## src/rtl/core/pcmr_pkg.sv

```systemverilog
// ----------------------------------------------------------------------------
// pcmr_pkg: shared types and codes for the PCM ring resampler
// Function, status and register index codes, the gain limit, configuration bundles and the queue item.
// ----------------------------------------------------------------------------
package pcmr_pkg;

  localparam logic [1:0] FUNC_PUSH      = 2'd0;
  localparam logic [1:0] FUNC_PULL      = 2'd1;
  localparam logic [1:0] FUNC_CLR_RING  = 2'd2;
  localparam logic [1:0] FUNC_CLR_UNDER = 2'd3;

  localparam logic [1:0] STAT_OK    = 2'd0;
  localparam logic [1:0] STAT_FULL  = 2'd1;
  localparam logic [1:0] STAT_UNDER = 2'd2;
  localparam logic [1:0] STAT_IDLE  = 2'd3;

  localparam logic [2:0] REG_PLAYING      = 3'd0;
  localparam logic [2:0] REG_GAIN         = 3'd1;
  localparam logic [2:0] REG_PHASE_STEP   = 3'd2;
  localparam logic [2:0] REG_SAMPLE_BYTES = 3'd3;
  localparam logic [2:0] REG_CHANNELS     = 3'd4;
  localparam logic [2:0] REG_FLOAT_FORMAT = 3'd5;

  localparam logic [15:0] GAIN_MAX = 16'd32768;

  typedef struct packed {
    logic [2:0] sample_bytes;
    logic [1:0] channels;
    logic       float_format;
  } front_cfg_t;

  typedef struct packed {
    logic        playing;
    logic [15:0] gain;
    logic [34:0] phase_step;
  } back_cfg_t;

  typedef struct packed {
    logic [1:0]  func;
    logic [15:0] sample;
  } q_item_t;

endpackage

```

## src/rtl/core/pcmr_queue.sv

```systemverilog
// ----------------------------------------------------------------------------
// pcmr_queue: two-entry queue between front and back
// Decouples conversion from ring access so each side stalls on its own.
// ----------------------------------------------------------------------------
module pcmr_queue import pcmr_pkg::*; (
  input  logic    clk,
  input  logic    rst_n,
  input  logic    wr_valid,
  output logic    wr_ready,
  input  q_item_t wr_item,
  output logic    rd_valid,
  input  logic    rd_ready,
  output q_item_t rd_item
);

  q_item_t    ent_r [2];
  logic       wp_r, rp_r;
  logic [1:0] cnt_r;
  logic       push, pop;

  assign wr_ready = (cnt_r != 2'd2);
  assign rd_valid = (cnt_r != 2'd0);
  assign rd_item  = ent_r[rp_r];
  assign push     = wr_valid && wr_ready;
  assign pop      = rd_valid && rd_ready;

  always_ff @(posedge clk) begin
    if (!rst_n) begin
      wp_r  <= 1'b0;
      rp_r  <= 1'b0;
      cnt_r <= 2'd0;
    end else begin
      if (push) wp_r <= ~wp_r;
      if (pop)  rp_r <= ~rp_r;
      cnt_r <= cnt_r + {1'b0, push} - {1'b0, pop};
    end
  end

  always_ff @(posedge clk) begin
    if (push) ent_r[wp_r] <= wr_item;
  end

endmodule

```

## config.mk

```make
export PLATFORM = sky130hd
export DESIGN_NAME = pcmr_queue
export DESIGN_NICKNAME = d
export VERILOG_FILES = /design/src/rtl/core/pcmr_pkg.sv /design/src/rtl/core/pcmr_queue.sv
export SDC_FILE = /design/constraint.sdc
export NUM_CORES = 1
export LEC_CHECK = 0
export BUFFER_PORTS_ARGS = -buffer_cell sky130_fd_sc_hd__buf_2
export CORE_ASPECT_RATIO = 0.75
export CORE_MARGIN = 2
export CORE_UTILIZATION = 46
export DETAILED_ROUTE_END_ITERATION = 12
export HOLD_SLACK_MARGIN = 0.02
export MAX_ROUTING_LAYER = met4
export PLACE_DENSITY = 0.81
export SLEW_MARGIN = 20
export SYNTH_ARGS = -nofsm -noshare
export SYNTH_HDL_FRONTEND = slang
export SYNTH_SLANG_ARGS = --single-unit
```

## constraint.sdc

```tcl
create_clock -name clk -period 1.6 [get_ports clk]
set_input_delay 0.08 -clock clk [delete_from_list [all_inputs] [get_ports clk]]
set_output_delay 0.08 -clock clk [all_outputs]
set_load 0.01 [all_outputs]
```

Word level (Yosys, flattened, before mapping) --
Memory sizes are Yosys's and may differ from the RTL's. A register that Yosys moved wholly into a read port is not among the register bits. Cells that the tools add are included.
Operators by class: $add $sub $neg 2, equal/unequal tests 1, multiplexer cells 4, bitwise operators 2, reduce and logical (&&, ||, !) cells 3
Operators with widths (number):
- 2-to-1 mux 1 bit | 4
- adder 2 x 1 -> 2 bit | 1
- logical AND 1 bit | 2
- inequality test 2 bit, second input constant | 1
- inverter 1 bit | 2
- nonzero test 2 bit | 1
- subtractor 2 x 1 -> 2 bit | 1
Storage, ports and cells: flip-flop bits (word level) 4, bits in writable memories 36, input port bits 22, output and inout bits 20, logic and storage cells 16, memories 1
Memories:
- ent_r | words 2, bits a word 18, read ports 1, clocked after memory_dff 1, wr ports 1, line pcmr_queue.sv:16 | q_item_t ent_r [2];

Depth between registers and ports, before layout --
depth after elaboration 4, mapped depth 8, depth with buffers taken out 8

Least setup slack after synthesis --
No wires, ideal clock.
path kind register to register, start register cnt_r[0], end memory ent_r[0][0] (netlist name), enable pin, arrival 1433 ps, slack -226 ps, stages on the path, launching flop included 4, buffers on the path 0, period minus slack after synthesis 1826 ps, cells stage by stage dfxtp_1 nand2b_1 nand2_1 nor2_1
On the way: word-level cells in the longest chain between the ends 4
Ends and longest elaborated chain:
- start: declaration | line pcmr_queue.sv:18 | logic [1:0] cnt_r;
- start signal: assignment | line pcmr_queue.sv:35 | cnt_r <= cnt_r + {1'b0, push} - {1'b0, pop};
- inequality test 2 bit | line pcmr_queue.sv:21 | assign wr_ready = (cnt_r != 2'd2);
- net wr_ready | line pcmr_queue.sv:9 | output logic wr_ready,
- logical AND 1 bit | line pcmr_queue.sv:24 | assign push = wr_valid && wr_ready;
- 2-to-1 mux 1 bit | line pcmr_queue.sv:40 | if (push) ent_r[wp_r] <= wr_item;
- 2-to-1 mux 1 bit (not written as such) | line pcmr_queue.sv:40
- end: declaration | line pcmr_queue.sv:16
The timed path passes the listed nets, and every way through them passes these cells.

Worst setup path after layout --
start register cnt_r[0], end register cnt_r[1]
On the way: elaborated cells between the ends (all ways) 6
RTL lines:
- nonzero test 2 bit | line pcmr_queue.sv:22 | assign rd_valid = (cnt_r != 2'd0);
- logical AND 1 bit | line pcmr_queue.sv:25 | assign pop = rd_valid && rd_ready;
- net pop | line pcmr_queue.sv:19 | logic push, pop;
- subtractor 2 x 1 -> 2 bit | line pcmr_queue.sv:35
The timed path passes the listed nets, and every way through them passes these cells. A chain may end at the register's enable or synchronous reset.

==> impl_metrics.yaml <==
synthesis:
  ys_top_cells_by_area: "edfxtp_1 (68%), mux2_4 (9.5%), dfxtp_1 (6.3%)"
  syn-instance-count: 80
  syn-num-nets: 104
  synth_top_area_cell: "edfxtp_1"
  synth_most_common_cell: "edfxtp_1"
  syn_area_per_cell_um2: 19.85
  yosysSeqAreaShare: 0.7439
  ys_ff_latch: 41
  ys_warn_count: 0
  yosysUniqueCellTypes: 18
  ys.flop_type: "edfxtp_1"
  synth_edf_count: 36
  yosysTopAreaCellShare: 0.6809
  async_flop_share: 0
  ys_top_cells_by_count: "edfxtp_1 (36), mux2_4 (10), mux2_2 (8)"
  syn_area_um2: 1588
hold_path:
  hp-class: "input port to flip-flop"
  min_path_cells: 2
pwr:
  p_sw_frac: 0.2701
  clockPowerShare: 0.210
  ir_drop_uv: 714.4
  power_frac_seq: 0.458
  power.density_nw_per_um2: 1419
  p_sw_mw: 0.8455
  power.leakage_nw: 0.8756
  pwr-share-comb: 0.332
  intPower_mw: 2.284
detailed_routing:
  drt-initial-drc-count: 38
  ant_nets: 0
  remaining_drc_errors: 0
  firstDrtPassIters: 3
  vias: 896
  routedWlPerCell_um: 14.05
  drt-total-wl_mm: 2.712
  viasPerCell: 4.642
critical_path:
  arrival_ps: 1810
  slowest_stage: "dfxtp_4"
  crit_path_cell_trace: "o21a_4 > ha_4 > inv_2 > ha_4 > xnor2_2 > xnor2_1 > and2_1"
  path_max_fanout: 3
  setup.worst_path.start_class: "flip-flop"
  r2r_cells: 7
  crit_type: "flip-flop to flip-flop"
  cp_data_required_time_ps: 1830
  worstSetupEndpointType: "flip-flop"
  path_common_cell: "ha_4"
  cpPeakStageDelay_ps: 360
timing:
  period_share: 0.9922
  slew_headroom: 0.8320
  worst_pin_slew_ps: 252.0
  rsz0062_at_grt: "true"
  hold_slack_ps: 89.12
  max_freq_mhz: 629.9
  finClkSkew_ps: 6.924
  setup_viol: 0
  hold_viol: 0
  drv_slew: 0
  post-route-min-period_ps: 1587
global_route:
  grt_pass1_vias: 902
  grt_start_max_net_pins: 19
  antenna_found_initial: 0
  grt_overflow: 0
  grt_pass1_wl_mm: 3.988
  track_usage: 0.1520
placement:
  place_area_um2: 1859
  portBuffers: 41
  hpwl_mm: 1.729
  place_congestion: 0.6846
clock_network:
  htree_levels: 2
  cts_buffers: 5
  cts_buffer_depth: 2
  numClockSinks: 41
  clockRootBuffer: "clkbuf_8"
  clk_pin_slew_ps: 70
  insertion_delay_ps: 280
  cts_tree: "yes"
run_status:
  status: "completed"
finish:
  n_antenna_cell: 0
  layout.nets: 176
  area_delta_synth_final_pct: 38.93
  drive_above_1_share: 0.5490
  design_area_um2: 2206
  utilization: 0.6709
die:
  std_cell_rows: 18
  dieHeight_um: 54.88
  io_pins: 42
  dieArea_um2: 3943
  initial_utilization: 0.4829
  core-area_um2: 3288
  chipWidth_um: 71.84
job:
  drv_cap: 0
[metrics by stage]
stage          std cells  setup TNS (ps)  power (mW)  worst slack [ps]
2_1_floorplan         80               0       2.054             30.18
3_3_place_gp         164               0       2.280             46.22
3_5_place_dp         164          -18.13       2.316            -18.13
4_1_cts              191               0       3.048             8.394
5_1_grt              193          -12.61       3.302            -12.61
6_report             193               0       3.130             12.55
[power groups by stage]
| stage | clock network, mW | registers (mW) | logic [mW] |
|---|---|---|---|
| floorplan | 0 | 1.42 | 0.630 |
| global placement | 0 | 1.43 | 0.851 |
| detailed placement | 0 | 1.44 | 0.874 |
| CTS | 0.685 | 1.43 | 0.934 |
| global route | 0.738 | 1.45 | 1.12 |
| finish | 0.657 | 1.43 | 1.04 |
[final timing paths]
check	to	slack (ps)	from
max reg2reg	cnt_r[1]	10	cnt_r[0]
min reg2reg	flip-flop	570	rp_r
max	cnt_r[1]	10	cnt_r[0]
min	cnt_r[0]	90	rst_n
[layout make-up]
type	instances	area (µm²)
sequential	41	1189
multi-input combinational	36	427.9
fill	236	1082
timing repair buffer	67	445.4
tap	40	50.05
clock buffer	8	90.09
inverter	1	3.754
[registers in the layout, indices dropped and copies added, names as in the netlist, named ones only]
name,cells
ent_r,36
cnt_r,2
rp_r,1
wp_r,1
[kinds of logic after synthesis]
kind of cell	Yosys count	synth area share
AOI/OAI and AO/OA	1	0.005517
xor gates and xnor gates	3	0.01655
adders and majority gates	2	0.01576
buffers and inverters	3	0.02206
DFF	41	0.7439
muxes	19	0.1576
and+or+nand+nor	11	0.03861
[timing repair]
| action | in CTS | in global routing |
|---|---|---|
| pin swaps | 0 | 6 |
| setup buffers | 1 | 2 |
| hold endpoints to repair | 36 | 0 |
| endpoints found under the setup margin | 1 | 1 |
| hold buffers | 18 | 0 |
| gates resized for setup | 4 | 8 |
[worst max-delay path, delay by kind of cell (launching register included)]
| kind | cells | cell delay, ps |
|---|---|---|
| adders and majority gates | 2 | 410 |
| DFF | 1 | 360 |
| xor gates and xnor gates | 2 | 340 |
| AOI/OAI and AO/OA | 1 | 230 |
| and+or+nand+nor | 1 | 140 |
| buffers and inverters | 1 | 40 |
[per-layer routing]
| metal | GRT usage | part of all wire | vias up |
|---|---|---|---|
| met5 | - | 0 | - |
| met3 | 0.06630 | 0.056 | 3 |
| li1 | - | - | 443 |
| met2 | 0.2762 | 0.53 | 33 |
| met1 | 0.1477 | 0.41 | 417 |
| met4 | 0.05660 | 0.0070 | 0 |
[cells in the final DEF (no fill, tap or decap)]
| cell | Yosys | routed |
|---|---|---|
| mux2_4 | 10 | 10 |
| and3_1 | 1 | 1 |
| ha_4 | 0 | 2 |
| dlygate4sd3_1 | 0 | 18 |
| inv_2 | 0 | 1 |
| nand2_4 | 0 | 1 |
| nor2b_1 | 2 | 2 |
| nand2b_1 | 2 | 1 |
| mux2_2 | 8 | 8 |
| or2_2 | 1 | 1 |
| xnor2_1 | 3 | 2 |
| clkbuf_1 | 0 | 2 |
| clkbuf_8 | 0 | 6 |
| edfxtp_1 | 36 | 36 |
| xnor2_2 | 0 | 1 |
| o21a_4 | 0 | 1 |
| buf_2 | 0 | 41 |
| and2_1 | 2 | 2 |
| dfxtp_1 | 5 | 3 |
| buf_4 | 0 | 8 |
| dfxtp_4 | 0 | 2 |
| nand2b_4 | 0 | 1 |
| nor2_2 | 0 | 1 |
| nand2_1 | 2 | 1 |
| mux2i_1 | 1 | 1 |
(Power assumes the default switching activity.)
